### src/gsp_pkg.sv
`timescale 1ns / 1ps
// Shared types, constants and register codes of the gas sensor ppm converter.
package gsp_pkg;

  localparam int CAL_SAMPLES    = 50;
  localparam int MEAS_SAMPLES   = 5;
  localparam int ADC_FULL_SCALE = 1023;

  localparam int CNT_W = 6;
  localparam int SUM_W = 30;
  localparam int ADC_W = 10;
  localparam int RES_W = 24;
  localparam int PPM_W = 20;

  localparam logic [RES_W-1:0] MAX24  = 24'hFFFFFF;
  localparam logic [PPM_W-1:0] MAXPPM = 20'hFFFFF;

  localparam logic [18:0] LOG10_2_Q20 = 19'd315653;
  localparam logic [17:0] LOG2_10_Q16 = 18'd217706;
  localparam logic [39:0] T_LIMIT     = 40'd458752;

  // divider geometry
  localparam int DIV_NW = 38;
  localparam int DIV_DW = 24;
  localparam int DIV_CW = 6;

  // register indexes
  localparam logic [2:0] REG_LOAD_RES  = 3'd0;
  localparam logic [2:0] REG_CLEAN_AIR = 3'd1;
  localparam logic [2:0] REG_LPG_X     = 3'd2;
  localparam logic [2:0] REG_LPG_Y     = 3'd3;
  localparam logic [2:0] REG_LPG_SLOPE = 3'd4;
  localparam logic [2:0] REG_SMK_X     = 3'd5;
  localparam logic [2:0] REG_SMK_Y     = 3'd6;
  localparam logic [2:0] REG_SMK_SLOPE = 3'd7;

  localparam logic [15:0] RST_LOAD_RES  = 16'd1280;
  localparam logic [15:0] RST_CLEAN_AIR = 16'd2516;
  localparam logic [15:0] RST_LPG_X     = 16'd9421;
  localparam logic [15:0] RST_LPG_Y     = 16'd819;
  localparam logic [15:0] RST_LPG_SLOPE = 16'hF8CD;
  localparam logic [15:0] RST_SMK_X     = 16'd9421;
  localparam logic [15:0] RST_SMK_Y     = 16'd2171;
  localparam logic [15:0] RST_SMK_SLOPE = 16'hF91F;

  typedef struct packed {
    logic             cmd;
    logic [ADC_W-1:0] adc_sample;
    logic [1:0]       gas_select;
  } in_item_t;

  typedef struct packed {
    logic             kind;
    logic [RES_W-1:0] resistance;
    logic [RES_W-1:0] ratio;
    logic [PPM_W-1:0] ppm;
    logic             fault;
  } out_item_t;

  typedef struct packed {
    logic              start;
    logic [DIV_NW-1:0] numer;
    logic [DIV_DW-1:0] denom;
  } div_req_t;

  typedef struct packed {
    logic              busy;
    logic              done;
    logic [DIV_NW-1:0] quot;
  } div_resp_t;

endpackage

### src/gas_sensor_ppm_converter.sv
`timescale 1ns / 1ps
// Top level of the gas sensor ppm converter: sequencer, shared multiplier, registers.
// Converts tagged 10-bit ADC samples into sensor resistance, averages batches of
// calibration or measurement samples and reports the reference resistance or the
// resistance, ratio and ppm of the selected log-log curve. One item is in work at a
// time; in_stall is high while it runs. A sample that does not end a batch takes
// one 38-step divide for the resistance; a zero or full-scale sample skips the
// divide. A sample that ends a calibration batch adds two divides. One that ends a
// measurement batch adds two divides, 16 squarings for the log, a signed divide and
// 16 bit-serial square roots of 32 steps each, plus one multiply for each set
// exponent bit, for the power. A result waits in the output register while the
// next item is taken.
module gas_sensor_ppm_converter (
  input  logic              clk,
  input  logic              rst_n,
  input  logic              in_valid,
  output logic              in_stall,
  input  gsp_pkg::in_item_t in_data,
  output logic              out_valid,
  input  logic              out_stall,
  output gsp_pkg::out_item_t out_data,
  input  logic              psel,
  input  logic              penable,
  input  logic              pwrite,
  input  logic [4:0]        paddr,
  input  logic [31:0]       pwdata,
  output logic [31:0]       prdata,
  output logic              pready
);
  import gsp_pkg::*;

  localparam logic [4:0] S_IDLE = 5'd0;
  localparam logic [4:0] S_RMUL = 5'd1;
  localparam logic [4:0] S_RDIV = 5'd2;
  localparam logic [4:0] S_ACC  = 5'd3;
  localparam logic [4:0] S_AVG  = 5'd4;
  localparam logic [4:0] S_CDIV = 5'd5;
  localparam logic [4:0] S_MDIV = 5'd6;
  localparam logic [4:0] S_CONC = 5'd7;
  localparam logic [4:0] S_LSQ  = 5'd8;
  localparam logic [4:0] S_LMUL = 5'd9;
  localparam logic [4:0] S_LRND = 5'd10;
  localparam logic [4:0] S_QDIV = 5'd11;
  localparam logic [4:0] S_PMUL = 5'd12;
  localparam logic [4:0] S_SQRT = 5'd13;
  localparam logic [4:0] S_PACC = 5'd14;
  localparam logic [4:0] S_PFIN = 5'd15;
  localparam logic [4:0] S_FIN  = 5'd16;

  function automatic logic [RES_W-1:0] sat24(input logic [DIV_NW-1:0] v);
    return (v > DIV_NW'(MAX24)) ? MAX24 : v[RES_W-1:0];
  endfunction

  // configuration
  logic [15:0] rl_r, caf_r, lx_r, ly_r, ls_r, sx_r, sy_r, ss_r;

  logic [4:0]       state_r, state_nxt;
  logic             cmd_r, cmd_nxt;
  logic [ADC_W-1:0] adc_r, adc_nxt;
  logic [1:0]       gas_r, gas_nxt;
  logic             mode_r, mode_nxt;
  logic [CNT_W-1:0] cnt_r, cnt_nxt;
  logic [SUM_W-1:0] sum_r, sum_nxt;
  logic             fs_r, fs_nxt;
  logic [RES_W-1:0] r0_r, r0_nxt;
  logic             f_r, f_nxt;
  logic [RES_W-1:0] res_r, res_nxt;
  logic [RES_W-1:0] ratio_r, ratio_nxt;
  logic [PPM_W-1:0] ppm_r, ppm_nxt;
  logic [4:0]       p_r, p_nxt;
  logic [30:0]      x_r, x_nxt;
  logic [15:0]      frac_r, frac_nxt;
  logic [3:0]       it_r, it_nxt;
  logic             lneg_r, lneg_nxt;
  logic [39:0]      lprod_r, lprod_nxt;
  logic             qneg_r, qneg_nxt;
  logic [39:0]      t_r, t_nxt;
  logic [20:0]      u_r, u_nxt;
  logic [31:0]      rr_r, rr_nxt;
  logic [30:0]      acc_r, acc_nxt;
  logic [4:0]       k_r, k_nxt;
  logic [61:0]      sqn_r, sqn_nxt;
  logic [62:0]      sqr_r, sqr_nxt;
  logic [4:0]       sqj_r, sqj_nxt;
  logic             out_valid_r, out_valid_nxt;
  out_item_t        out_data_r, out_data_nxt;

  // shared multiplier and divider
  logic [31:0] mul_a, mul_b;
  logic [63:0] mul_p;
  div_req_t    div_req;
  div_resp_t   div_resp;

  // working values
  logic             in_acc;
  logic [15:0]      cx, cy, cs, smag;
  logic [SUM_W-1:0] sum_inc, avg;
  logic [CNT_W-1:0] cnt_inc, need_cur, need_mode;
  logic [4:0]       msb, pm8, kidx;
  logic [31:0]      sq;
  logic [20:0]      l2, l2mag;
  logic [19:0]      lgmag;
  logic [22:0]      lg, ys, dd, dmag;
  logic [39:0]      qv, xs, tv;
  logic [62:0]      bb;
  logic [63:0]      rb;
  logic [62:0]      sq_new;
  logic [31:0]      rk;
  logic [53:0]      pw;

  assign mul_p = 64'(mul_a) * 64'(mul_b);

  gsp_div u_div (
    .clk   (clk),
    .rst_n (rst_n),
    .req   (div_req),
    .resp  (div_resp)
  );

  assign in_stall = (state_r != S_IDLE);
  assign in_acc   = in_valid && !in_stall;

  always_comb begin
    msb = '0;
    for (int i = 0; i < RES_W; i++) begin
      if (ratio_r[i]) msb = 5'(i);
    end
  end

  assign need_mode = mode_r ? CNT_W'(MEAS_SAMPLES) : CNT_W'(CAL_SAMPLES);

  always_comb begin
    state_nxt     = state_r;
    cmd_nxt       = cmd_r;
    adc_nxt       = adc_r;
    gas_nxt       = gas_r;
    mode_nxt      = mode_r;
    cnt_nxt       = cnt_r;
    sum_nxt       = sum_r;
    fs_nxt        = fs_r;
    r0_nxt        = r0_r;
    f_nxt         = f_r;
    res_nxt       = res_r;
    ratio_nxt     = ratio_r;
    ppm_nxt       = ppm_r;
    p_nxt         = p_r;
    x_nxt         = x_r;
    frac_nxt      = frac_r;
    it_nxt        = it_r;
    lneg_nxt      = lneg_r;
    lprod_nxt     = lprod_r;
    qneg_nxt      = qneg_r;
    t_nxt         = t_r;
    u_nxt         = u_r;
    rr_nxt        = rr_r;
    acc_nxt       = acc_r;
    k_nxt         = k_r;
    sqn_nxt       = sqn_r;
    sqr_nxt       = sqr_r;
    sqj_nxt       = sqj_r;
    out_data_nxt  = out_data_r;
    out_valid_nxt = out_valid_r && out_stall;
    div_req       = '0;
    mul_a         = '0;
    mul_b         = '0;

    cx       = gas_r[0] ? sx_r : lx_r;
    cy       = gas_r[0] ? sy_r : ly_r;
    cs       = gas_r[0] ? ss_r : ls_r;
    smag     = cs[15] ? (~cs + 16'd1) : cs;
    sum_inc  = sum_r + SUM_W'(res_r);
    cnt_inc  = cnt_r + 1'b1;
    need_cur = cmd_r ? CNT_W'(MEAS_SAMPLES) : CNT_W'(CAL_SAMPLES);
    avg      = div_resp.quot[SUM_W-1:0];
    sq       = mul_p[61:30];
    pm8      = p_r - 5'd8;
    l2       = {pm8, frac_r};
    l2mag    = pm8[4] ? (~l2 + 21'd1) : l2;
    lgmag    = 20'((lprod_r + 40'd524288) >> 20);
    lg       = lneg_r ? (~{3'b000, lgmag} + 23'd1) : {3'b000, lgmag};
    ys       = {{3{cy[15]}}, cy, 4'b0000};
    dd       = lg - ys;
    dmag     = dd[22] ? (~dd + 23'd1) : dd;
    qv       = qneg_r ? (~{2'b00, div_resp.quot} + 40'd1) : {2'b00, div_resp.quot};
    xs       = {{20{cx[15]}}, cx, 4'b0000};
    tv       = qv + xs;
    bb       = 63'(1) << {sqj_r, 1'b0};
    rb       = {1'b0, sqr_r} + {1'b0, bb};
    sq_new   = ({2'b00, sqn_r} >= rb) ? ((sqr_r >> 1) + bb) : (sqr_r >> 1);
    rk       = sq_new[31:0];
    kidx     = 5'd16 - k_r;
    pw       = {23'b0, acc_r} << u_r[20:16];

    unique case (state_r)
      S_IDLE: begin
        if (in_acc) begin
          cmd_nxt = in_data.cmd;
          adc_nxt = in_data.adc_sample;
          gas_nxt = in_data.gas_select;
          // a change of mode drops the partial batch
          if (in_data.cmd != mode_r) begin
            mode_nxt = in_data.cmd;
            cnt_nxt  = '0;
            sum_nxt  = '0;
            fs_nxt   = 1'b0;
          end
          if (in_data.adc_sample == '0) begin
            res_nxt   = MAX24;
            fs_nxt    = 1'b1;
            state_nxt = S_ACC;
          end else if (in_data.adc_sample >= ADC_W'(ADC_FULL_SCALE)) begin
            res_nxt   = '0;
            state_nxt = S_ACC;
          end else begin
            state_nxt = S_RMUL;
          end
        end
      end
      S_RMUL: begin
        mul_a         = {16'b0, rl_r};
        mul_b         = {22'b0, ADC_W'(ADC_FULL_SCALE) - adc_r};
        div_req.start = 1'b1;
        div_req.numer = mul_p[DIV_NW-1:0];
        div_req.denom = DIV_DW'(adc_r);
        state_nxt     = S_RDIV;
      end
      S_RDIV: begin
        if (div_resp.done) begin
          res_nxt   = sat24(div_resp.quot);
          state_nxt = S_ACC;
        end
      end
      S_ACC: begin
        if (cnt_inc < need_cur) begin
          sum_nxt   = sum_inc;
          cnt_nxt   = cnt_inc;
          state_nxt = S_IDLE;
        end else begin
          div_req.start = 1'b1;
          div_req.numer = DIV_NW'(sum_inc);
          div_req.denom = DIV_DW'(need_cur);
          f_nxt         = fs_r;
          ratio_nxt     = '0;
          ppm_nxt       = '0;
          cnt_nxt       = '0;
          sum_nxt       = '0;
          fs_nxt        = 1'b0;
          state_nxt     = S_AVG;
        end
      end
      S_AVG: begin
        if (div_resp.done) begin
          if (!cmd_r) begin
            if (caf_r == '0) begin
              f_nxt     = 1'b1;
              res_nxt   = MAX24;
              r0_nxt    = MAX24;
              state_nxt = S_FIN;
            end else begin
              div_req.start = 1'b1;
              div_req.numer = {avg, 8'b0};
              div_req.denom = DIV_DW'(caf_r);
              state_nxt     = S_CDIV;
            end
          end else begin
            res_nxt = avg[RES_W-1:0];
            if (r0_r == '0) begin
              f_nxt     = 1'b1;
              ratio_nxt = MAX24;
              state_nxt = S_CONC;
            end else begin
              div_req.start = 1'b1;
              div_req.numer = {avg, 8'b0};
              div_req.denom = r0_r;
              state_nxt     = S_MDIV;
            end
          end
        end
      end
      S_CDIV: begin
        if (div_resp.done) begin
          res_nxt   = sat24(div_resp.quot);
          r0_nxt    = sat24(div_resp.quot);
          state_nxt = S_FIN;
        end
      end
      S_MDIV: begin
        if (div_resp.done) begin
          ratio_nxt = sat24(div_resp.quot);
          state_nxt = S_CONC;
        end
      end
      S_CONC: begin
        if (gas_r[1]) begin
          ppm_nxt   = '0;
          state_nxt = S_FIN;
        end else if (cs == '0) begin
          f_nxt     = 1'b1;
          ppm_nxt   = MAXPPM;
          state_nxt = S_FIN;
        end else if (ratio_r == '0) begin
          ppm_nxt   = cs[15] ? MAXPPM : '0;
          state_nxt = S_FIN;
        end else begin
          // mantissa normalized to [1,2) in Q30
          x_nxt     = {7'b0, ratio_r} << (5'd30 - msb);
          p_nxt     = msb;
          frac_nxt  = '0;
          it_nxt    = '0;
          state_nxt = S_LSQ;
        end
      end
      S_LSQ: begin
        mul_a = {1'b0, x_r};
        mul_b = {1'b0, x_r};
        if (sq[31]) begin
          x_nxt    = sq[31:1];
          frac_nxt = {frac_r[14:0], 1'b1};
        end else begin
          x_nxt    = sq[30:0];
          frac_nxt = {frac_r[14:0], 1'b0};
        end
        it_nxt = it_r + 1'b1;
        if (it_r == 4'd15) state_nxt = S_LMUL;
      end
      S_LMUL: begin
        // sign and magnitude so the rounding goes half away from zero
        mul_a     = {11'b0, l2mag};
        mul_b     = {13'b0, LOG10_2_Q20};
        lprod_nxt = mul_p[39:0];
        lneg_nxt  = pm8[4];
        state_nxt = S_LRND;
      end
      S_LRND: begin
        div_req.start = 1'b1;
        div_req.numer = {4'b0, dmag[21:0], 12'b0};
        div_req.denom = DIV_DW'(smag);
        qneg_nxt      = dd[22] ^ cs[15];
        state_nxt     = S_QDIV;
      end
      S_QDIV: begin
        if (div_resp.done) begin
          if (tv[39]) begin
            ppm_nxt   = '0;
            state_nxt = S_FIN;
          end else if (tv >= T_LIMIT) begin
            ppm_nxt   = MAXPPM;
            state_nxt = S_FIN;
          end else begin
            t_nxt     = tv;
            state_nxt = S_PMUL;
          end
        end
      end
      S_PMUL: begin
        mul_a     = {13'b0, t_r[18:0]};
        mul_b     = {14'b0, LOG2_10_Q16};
        u_nxt     = mul_p[36:16];
        rr_nxt    = 32'h8000_0000;
        acc_nxt   = 31'h4000_0000;
        k_nxt     = 5'd1;
        sqn_nxt   = {32'h8000_0000, 30'b0};
        sqr_nxt   = '0;
        sqj_nxt   = 5'd31;
        state_nxt = S_SQRT;
      end
      S_SQRT: begin
        if ({2'b00, sqn_r} >= rb) sqn_nxt = 62'({2'b00, sqn_r} - rb);
        sqr_nxt = sq_new;
        sqj_nxt = sqj_r - 1'b1;
        if (sqj_r == '0) begin
          rr_nxt = rk;
          if (u_r[kidx[3:0]]) begin
            state_nxt = S_PACC;
          end else if (k_r == 5'd16) begin
            state_nxt = S_PFIN;
          end else begin
            k_nxt   = k_r + 1'b1;
            sqn_nxt = {rk, 30'b0};
            sqr_nxt = '0;
            sqj_nxt = 5'd31;
          end
        end
      end
      S_PACC: begin
        mul_a   = {1'b0, acc_r};
        mul_b   = rr_r;
        acc_nxt = mul_p[60:30];
        if (k_r == 5'd16) begin
          state_nxt = S_PFIN;
        end else begin
          k_nxt     = k_r + 1'b1;
          sqn_nxt   = {rr_r, 30'b0};
          sqr_nxt   = '0;
          sqj_nxt   = 5'd31;
          state_nxt = S_SQRT;
        end
      end
      S_PFIN: begin
        ppm_nxt   = (pw[53:30] > RES_W'(MAXPPM)) ? MAXPPM : pw[49:30];
        state_nxt = S_FIN;
      end
      S_FIN: begin
        if (!out_valid_r || !out_stall) begin
          out_valid_nxt           = 1'b1;
          out_data_nxt.kind       = cmd_r;
          out_data_nxt.resistance = res_r;
          out_data_nxt.ratio      = ratio_r;
          out_data_nxt.ppm        = ppm_r;
          out_data_nxt.fault      = f_r;
          state_nxt               = S_IDLE;
        end
      end
      default: state_nxt = S_IDLE;
    endcase
  end

  always_ff @(posedge clk) begin
    if (!rst_n) begin
      state_r     <= S_IDLE;
      mode_r      <= 1'b0;
      cnt_r       <= '0;
      sum_r       <= '0;
      fs_r        <= 1'b0;
      r0_r        <= '0;
      out_valid_r <= 1'b0;
      rl_r        <= RST_LOAD_RES;
      caf_r       <= RST_CLEAN_AIR;
      lx_r        <= RST_LPG_X;
      ly_r        <= RST_LPG_Y;
      ls_r        <= RST_LPG_SLOPE;
      sx_r        <= RST_SMK_X;
      sy_r        <= RST_SMK_Y;
      ss_r        <= RST_SMK_SLOPE;
    end else begin
      state_r     <= state_nxt;
      mode_r      <= mode_nxt;
      cnt_r       <= cnt_nxt;
      sum_r       <= sum_nxt;
      fs_r        <= fs_nxt;
      r0_r        <= r0_nxt;
      out_valid_r <= out_valid_nxt;
      if (psel && penable && pwrite) begin
        unique case (paddr[4:2])
          REG_LOAD_RES:  rl_r  <= pwdata[15:0];
          REG_CLEAN_AIR: caf_r <= pwdata[15:0];
          REG_LPG_X:     lx_r  <= pwdata[15:0];
          REG_LPG_Y:     ly_r  <= pwdata[15:0];
          REG_LPG_SLOPE: ls_r  <= pwdata[15:0];
          REG_SMK_X:     sx_r  <= pwdata[15:0];
          REG_SMK_Y:     sy_r  <= pwdata[15:0];
          REG_SMK_SLOPE: ss_r  <= pwdata[15:0];
          default:       rl_r  <= rl_r;
        endcase
      end
    end
    cmd_r      <= cmd_nxt;
    adc_r      <= adc_nxt;
    gas_r      <= gas_nxt;
    f_r        <= f_nxt;
    res_r      <= res_nxt;
    ratio_r    <= ratio_nxt;
    ppm_r      <= ppm_nxt;
    p_r        <= p_nxt;
    x_r        <= x_nxt;
    frac_r     <= frac_nxt;
    it_r       <= it_nxt;
    lneg_r     <= lneg_nxt;
    lprod_r    <= lprod_nxt;
    qneg_r     <= qneg_nxt;
    t_r        <= t_nxt;
    u_r        <= u_nxt;
    rr_r       <= rr_nxt;
    acc_r      <= acc_nxt;
    k_r        <= k_nxt;
    sqn_r      <= sqn_nxt;
    sqr_r      <= sqr_nxt;
    sqj_r      <= sqj_nxt;
    out_data_r <= out_data_nxt;
  end

  always_comb begin
    unique case (paddr[4:2])
      REG_LOAD_RES:  prdata = {16'b0, rl_r};
      REG_CLEAN_AIR: prdata = {16'b0, caf_r};
      REG_LPG_X:     prdata = {16'b0, lx_r};
      REG_LPG_Y:     prdata = {16'b0, ly_r};
      REG_LPG_SLOPE: prdata = {16'b0, ls_r};
      REG_SMK_X:     prdata = {16'b0, sx_r};
      REG_SMK_Y:     prdata = {16'b0, sy_r};
      REG_SMK_SLOPE: prdata = {16'b0, ss_r};
      default:       prdata = '0;
    endcase
  end

  assign pready    = 1'b1;
  assign out_valid = out_valid_r;
  assign out_data  = out_data_r;

  a_div_start_idle: assert property (@(posedge clk) disable iff (!rst_n)
    div_req.start |-> !div_resp.busy)
    else $error("divider started while busy");

  a_count_below_need: assert property (@(posedge clk) disable iff (!rst_n)
    (state_r == S_IDLE) |-> (cnt_r < need_mode))
    else $error("batch count reached its size without a result");

  a_result_from_fin: assert property (@(posedge clk) disable iff (!rst_n)
    (out_valid_r && !$past(out_valid_r)) |-> ($past(state_r) == S_FIN))
    else $error("result raised outside the finish step");

  a_cal_zero_fields: assert property (@(posedge clk) disable iff (!rst_n)
    (out_valid_r && !out_data_r.kind) |-> (out_data_r.ratio == '0 && out_data_r.ppm == '0))
    else $error("calibration result carries ratio or ppm");

endmodule

### src/gsp_div.sv
`timescale 1ns / 1ps
// Restoring unsigned divider, one quotient bit per cycle.
module gsp_div (
  input  logic               clk,
  input  logic               rst_n,
  input  gsp_pkg::div_req_t  req,
  output gsp_pkg::div_resp_t resp
);
  import gsp_pkg::*;

  logic [DIV_NW-1:0] q_r, q_nxt;
  logic [DIV_DW-1:0] rem_r, rem_nxt;
  logic [DIV_DW-1:0] den_r, den_nxt;
  logic [DIV_CW-1:0] cnt_r, cnt_nxt;
  logic              busy_r, busy_nxt;
  logic              done_r, done_nxt;
  logic [DIV_DW:0]   shifted;
  logic [DIV_DW+1:0] diff;

  always_comb begin
    shifted  = {rem_r, q_r[DIV_NW-1]};
    diff     = {1'b0, shifted} - {2'b00, den_r};
    q_nxt    = q_r;
    rem_nxt  = rem_r;
    den_nxt  = den_r;
    cnt_nxt  = cnt_r;
    busy_nxt = busy_r;
    done_nxt = 1'b0;
    if (req.start) begin
      q_nxt    = req.numer;
      rem_nxt  = '0;
      den_nxt  = req.denom;
      cnt_nxt  = DIV_CW'(DIV_NW - 1);
      busy_nxt = 1'b1;
    end else if (busy_r) begin
      if (diff[DIV_DW+1]) begin
        rem_nxt = shifted[DIV_DW-1:0];
        q_nxt   = {q_r[DIV_NW-2:0], 1'b0};
      end else begin
        rem_nxt = diff[DIV_DW-1:0];
        q_nxt   = {q_r[DIV_NW-2:0], 1'b1};
      end
      cnt_nxt = cnt_r - 1'b1;
      if (cnt_r == '0) begin
        busy_nxt = 1'b0;
        done_nxt = 1'b1;
      end
    end
  end

  always_ff @(posedge clk) begin
    if (!rst_n) begin
      busy_r <= 1'b0;
      done_r <= 1'b0;
    end else begin
      busy_r <= busy_nxt;
      done_r <= done_nxt;
    end
    q_r   <= q_nxt;
    rem_r <= rem_nxt;
    den_r <= den_nxt;
    cnt_r <= cnt_nxt;
  end

  assign resp.busy = busy_r;
  assign resp.done = done_r;
  assign resp.quot = q_r;

endmodule
### config.mk
export PLATFORM = sky130hd
export DESIGN_NAME = gas_sensor_ppm_converter
export DESIGN_NICKNAME = d
export VERILOG_FILES = /design/src/gsp_pkg.sv /design/src/gas_sensor_ppm_converter.sv /design/src/gsp_div.sv
export SDC_FILE = /design/constraint.sdc
export NUM_CORES = 2
export LEC_CHECK = 0
export BUFFER_PORTS_ARGS = -buffer_cell sky130_fd_sc_hd__buf_4
export CAP_MARGIN = 20
export CORE_MARGIN = 4
export CORE_UTILIZATION = 40
export DETAILED_ROUTE_END_ITERATION = 8
export PLACE_DENSITY_LB_ADDON = 0.05
export SLEW_MARGIN = 40
export SYNTH_ARGS = -nofsm -noshare
export SYNTH_HDL_FRONTEND = slang
export SYNTH_SLANG_ARGS = --single-unit
export TNS_END_PERCENT = 30
### constraint.sdc
create_clock -name clk -period 10.2 [get_ports clk]
set_input_delay 3.06 -clock clk [delete_from_list [all_inputs] [get_ports clk]]
set_output_delay 3.06 -clock clk [all_outputs]
set_load 0.01 [all_outputs]
; ---- Word level (Yosys, flattened, before mapping)
; Cells that the tools add are included.
[classes]
bitwise = 13
reduce_logical = 56
n_shift = 3
n_mul = 1
n_lt_le_gt_ge = 7
addsub = 22
eq_ne = 55
n_mux = 163
[op_table]
columns = cell, count
row1 = $mux W63, 10
row2 = $mux W24, 15
row3 = $mux W62, 5
row4 = $pmux W32 S8, 1
row5 = $pmux W63 S4, 1
row6 = $mux W5, 44
row7 = $pmux W63 S3, 1
row8 = $pmux W62 S3, 1
row9 = $mux W20, 9
row10 = $pmux W32 S5, 1
row11 = $pmux W31 S5, 1
row12 = $pmux W24 S3, 2
row13 = $mux W31, 4
row14 = $pmux W31 S2, 2
row15 = $mux W16, 7
row16 = $mux W30, 3
row17 = $pmux W5 S17, 1
row18 = $pmux W20 S4, 1
row19 = $mux W38, 2
row20 = $add A63 B63 Y64, 1
row21 = $ge A62 B64 Y1, 1
row22 = $pmux W32 S2, 1
row23 = $add A62 B63 Y63, 1
row24 = $shl A1 B6 Y63 const A, 1
row25 = 91 further kinds, 204
[totals]
wordCells = 368
reg_bits = 778
output_inout_bits = 105
input_bits = 57

; ---- Depth between registers and ports, before layout
[logic_depth]
depth_word = 29
ltp_mapped = 41
mapped_depth_nobuf = 37

; ---- Cells and area by module
; Synthesis repeated with hierarchy kept, for this count alone.
[hier_totals]
hier_cells = 9608
hier_area_um2 = 84230.8
[by_module_without_submodules]
columns = module, n_inst, cells_each, area_each_um2, seq_area_each_um2
row1 = gas_sensor_ppm_converter, 1, 9118, 79063.3, 18007.3
row2 = gsp_div, 1, 490, 5167.5, 2502.4

; ---- Worst setup path after synthesis
; No wires, ideal clock.
[synth_timing]
kind = flip-flop to flip-flop
startpoint = reg state_r[3]
endpoint = reg x_r[28] (data pin)
synth_period_minus_slack_ns = 10.599
path_stages_with_launch = 39
path_slack_ns = -0.399
setup_ns = 0.254
required_ns = 9.946
n_path_buf = 6
t_arrival_ns = 10.345
path_cell_list = dfxtp_1 -> clkbuf_1 -> nand2_1 -> nor2_1 -> nand2_1 -> inv_1 -> clkbuf_1 -> clkbuf_1 -> a22oi_1 -> o211ai_1 -> clkbuf_1 -> nand2_1 -> fa_1 -> inv_1 -> fa_1 -> fa_1 -> inv_1 -> fa_1 -> [3 not listed] -> fa_1 -> inv_1 -> fa_1 -> inv_1 -> ha_1 -> clkbuf_1 -> nand3_1 -> nor4_1 -> a41o_1 -> a21oi_1 -> nand2_1 -> a21oi_1 -> o21ai_0 -> a221o_1 -> xor2_1 -> clkbuf_1 -> nor2_1 -> o21a_1
[synth_between]
elab_chain_cells = 5
word_cells_on_any_way = 11
classes_between = 1 x mul / 6 x eq/ne / 4 x mux
[synth_rtl]
columns = element, line_no
row1 = "start, declared", gas_sensor_ppm_converter.sv:57  ; logic [4:0] state_r, state_nxt;
row2 = "start signal, assigned", gas_sensor_ppm_converter.sv:436  ; state_r <= state_nxt;
row3 = $eq A5 B4 Y1 or $eq A5 B1 Y1 (tied branches), gas_sensor_ppm_converter.sv:194  ; unique case (state_r)
row4 = $pmux W31 S5 or $pmux W32 S5 (tied branches), gas_sensor_ppm_converter.sv:194
row5 = $mul A32 B32 Y62, gas_sensor_ppm_converter.sv:111  ; assign mul_p = 64'(mul_a) * 64'(mul_b);
row6 = $mux W31, gas_sensor_ppm_converter.sv:316  ; if (sq[31]) begin
row7 = $pmux W31 S2 (*), gas_sensor_ppm_converter.sv:194
row8 = net x_nxt[28], gas_sensor_ppm_converter.sv:71  ; logic [30:0] x_r, x_nxt;
row9 = "end signal, assigned", gas_sensor_ppm_converter.sv:465  ; x_r <= x_nxt;
row10 = "end, declared", gas_sensor_ppm_converter.sv:71
; Mark *: on every way through the listed nets, which the timed path passes. The rest lies on a longest branch.
; A chain may end at the register's enable or synchronous reset.

; ---- Worst setup path in the final report
[layout_timing]
startpoint = reg state_r[3]
endpoint = reg x_r[16] (data pin)
; The elaborated chain is that of the path after synthesis.

==> metrics.txt <==
status finished clean; synthesized area per cell 8.76 um^2; clock sinks 759; CTS Buf Count 95; Ys Warns 0; capture point of the worst path x_r[16]$_DFFE_PP_; Hold Vio Cnt, Final 0; Reg2Reg Launch Point state_r[3]$_SDFFE_PN0P_; Comb pwr share 0.374; Worst Max-Slew Pin Slew 0.994 ns; Vias/cell 5.66; Seq/Total Area, Yosys 0.244; CP Launch Type flip-flop; P_sw 0.00482 W; H-tree levels 3; Final Core Density 0.473; vias in the first global route 73.6k; fillers 20.4k; Max-Cap Viols 0; Int Power 0.00750 W; area of the core 209,000 um^2; Clock power frac 0.295; PD cells 124 nW/um^2; register area 20,500 um^2; mapped cell area 84,100 um^2; full die area 218,000 um^2; clock-pin slew on the worst setup and hold paths 0.06 ns; DP Worst Slack -0.418 ns; final wirelength 340,000 um; layout cells sized above 1 0.152; Setup violations, final 0; max_slew headroom 0.333; setup slack after layout 0.195 ns; CP startpoint state_r[3]$_SDFFE_PN0P_; f_max 99.9 MHz; Yosys reg bits 759; Worst Skew 0.0953 ns; Crit Path Class reg2reg; DRT Pass-1 Iters 7; Hold Crit Class reg2reg; final instance area 99,000 um^2; Switching Fraction 0.391; Routability Congestion 1.01; # DRC 0; 1st-iter DRT viols 6,218; Critical Path Max Stage Delay 0.54 ns; Flop pwr share 0.332; crit end category flip-flop; r2r endpoint x_r[16]$_DFFE_PP_; fin crit share 0.981; Most common cell on crit path fa_1; IO Port Bufs 126; area grow syn2layout 17.8%; Critical-path top delay cell fa_1; Post-DP HPWL 276,000 um; max-slew violation count 0; Die Wd 467 um; Final Non-Filler Cells 13.0k; I/O pin count 162; Skew-Pair Late Insertion Delay 0.80 ns; Worst EP arrival 10.50 ns; CTS tree done; post-synth cell types 93; ANT nets after route 0; std cell rows 168; area of the multi-input gates 58,800 um^2; largest net degree at the start of global routing 131; R2R setup slack 0.19 ns; antenna violations before repair 5; Data required, critical path 10.70 ns; Max VDD drop 0.217 mV; Via Count 73.5k; Initial Util 0.402; first-pass GRT wire length 497,000 um; detail-routed net length per standard cell 26.1 um; area post-placement 93,900 um^2; Post-synth EDFFs 531; placed cells 12.8k; Chip Height 467 um; CP max FO 8; ys flop type edfxtp_1; static leakage 42.2 nW; asr flop ratio synth 0; Reg2Reg Depth 41; clock tree root buffer cell clkbuf_16; cells after synthesis 9,598; Design Power 0.0123 W; Total GRT Usage 0.307; Longest Clk Path Bufs 3; Nets 11.5k; crit path time final 10.01 ns; GRT overflow 0
## cells by family (layout without fill, tap and decap cells)
logic type	Yosys count	in the layout	share of synthesized area
adders and majority gates	1371	1371	0.282
AOI/OAI and AO/OA	1851	1851	0.147
other	2	20	0.0000893
buffers and inverters	1637	2214	0.0747
muxes	236	236	0.0339
DFF	759	759	0.244
xor gates and xnor gates	464	464	0.0485
and+or+nand+nor	3278	3278	0.170
## per-layer routing
metal,vias to the layer above,share of wire,wire length (um),global-route usage
li1,33500,-,-,-
met1,37000,0.42,141000,0.397
met2,2452,0.47,160000,0.511
met3,547,0.059,20100,0.0455
met4,2,0.053,18100,0.133
met5,-,0.000038,13,0
## Yosys cell counts (all sizes together) (39+ instances only)
library cell	count	area, um^2
inv	1075	4040
and3	83	519
buf	98	502
xor2	181	1590
a22oi	90	676
a211oi	76	571
clkbuf	462	1740
o21a	67	503
a21oi	411	2060
o21bai	52	390
o21ai	356	1790
edfxtp	531	15900
fa	870	17400
dfxtp	228	4560
o31ai	45	338
xnor2	283	2490
nor2	974	3660
nor4	41	272
nand4	76	475
o211ai	61	458
a31oi	117	732
nor3	111	556
nand2	1421	5330
nand3	185	926
a21o	124	931
nand2b	69	432
or3	47	294
nor2b	81	507
and2	91	569
ha	501	6270
mux2	39	439
mux2i	162	1620
a21boi	97	728
## how the worst min path moves through the flow
stage                   startpoint                endpoint  slack [ns]  depth (start not counted)
3_3_place_gp   ppm_r[11]$_DFFE_PP_  out_data[12]$_DFFE_PP_        0.40                          0
4_1_cts        ppm_r[12]$_DFFE_PP_  out_data[13]$_DFFE_PP_        0.42                          0
6_report        ppm_r[9]$_DFFE_PP_  out_data[10]$_DFFE_PP_        0.42                          0
2_1_floorplan    f_r$_SDFFCE_PP1P_   out_data[0]$_DFFE_PP_        0.40                          0
3_5_place_dp    ppm_r[2]$_DFFE_PP_   out_data[3]$_DFFE_PP_        0.41                          0
5_1_grt        ppm_r[12]$_DFFE_PP_  out_data[13]$_DFFE_PP_        0.42                          0
## state kept, by name (all words and copies together), names as in the netlist, 24 cells and up
| register | count |
|---|---|
| sqr_r | 63 |
| res_r | 24 |
| u_div.rem_r | 24 |
| u_div.den_r | 24 |
| u_div.q_r | 38 |
| ratio_r | 24 |
| x_r | 31 |
| rr_r | 32 |
| out_data | 70 |
| acc_r | 31 |
| sqn_r | 62 |
| sum_r | 30 |
| r0_r | 24 |
## cell usage in the layout, fill, tap and decap left out, drive strengths merged, types with 97 or more instances in the layout
cell type,count
a21boi,97
a21o,124
a21oi,411
a31oi,117
buf,951
clkbuf,121
dfxtp,228
edfxtp,531
fa,870
ha,501
inv,1076
mux2i,162
nand2,1421
nand3,185
nor2,974
nor3,111
o21ai,356
xnor2,283
xor2,181
## power by group through the flow
stage / sequential (W) / combinational (W) / clock [W]
after CTS: 0.00408 / 0.00452 / 0.00371
after global routing: 0.00410 / 0.00490 / 0.00384
after floorplan: 0.00394 / 0.00263 / 0
after detailed placement: 0.00414 / 0.00450 / 0
after global placement: 0.00414 / 0.00445 / 0
final: 0.00409 / 0.00460 / 0.00364
## critical path, delay by kind of cell, from the launching register on
family / cells / cell delay (ns)
adders and majority gates: 9 / 4.40
buffers and inverters: 16 / 1.87
and+or+nand+nor: 9 / 1.39
AOI/OAI and AO/OA: 5 / 1.08
xor gates and xnor gates: 1 / 0.37
DFF: 1 / 0.33
muxes: 1 / 0.26
## repair_timing
action | CTS | global route
resized for setup | 30 | 238
cloned | 0 | 5
pin swaps | 7 | 118
setup endpoints to repair | 48 | 57
setup buffers | 5 | 53
hold buffers | 0 | 0
## cell type report
class	instances	area share
Multi-Input combinational cell	7217	0.593
Timing Repair Buffer	961	0.0896
Antenna cell	3	0.0000758
Inverter	1077	0.0408
Sequential cell	759	0.207
Clock inverter	65	0.00863
Tap cell	2805	0.0354
Clock buffer	111	0.0249
## stage by stage
step | setup TNS (ns) | hold WS, ns
6_report | 0 | 0.418
5_1_grt | -0.268 | 0.422
4_1_cts | 0 | 0.421
3_5_place_dp | -11.01 | 0.406
3_3_place_gp | -13.80 | 0.405
2_1_floorplan | 0 | 0.400
Note: power is estimated with default switching activity, not from simulation.
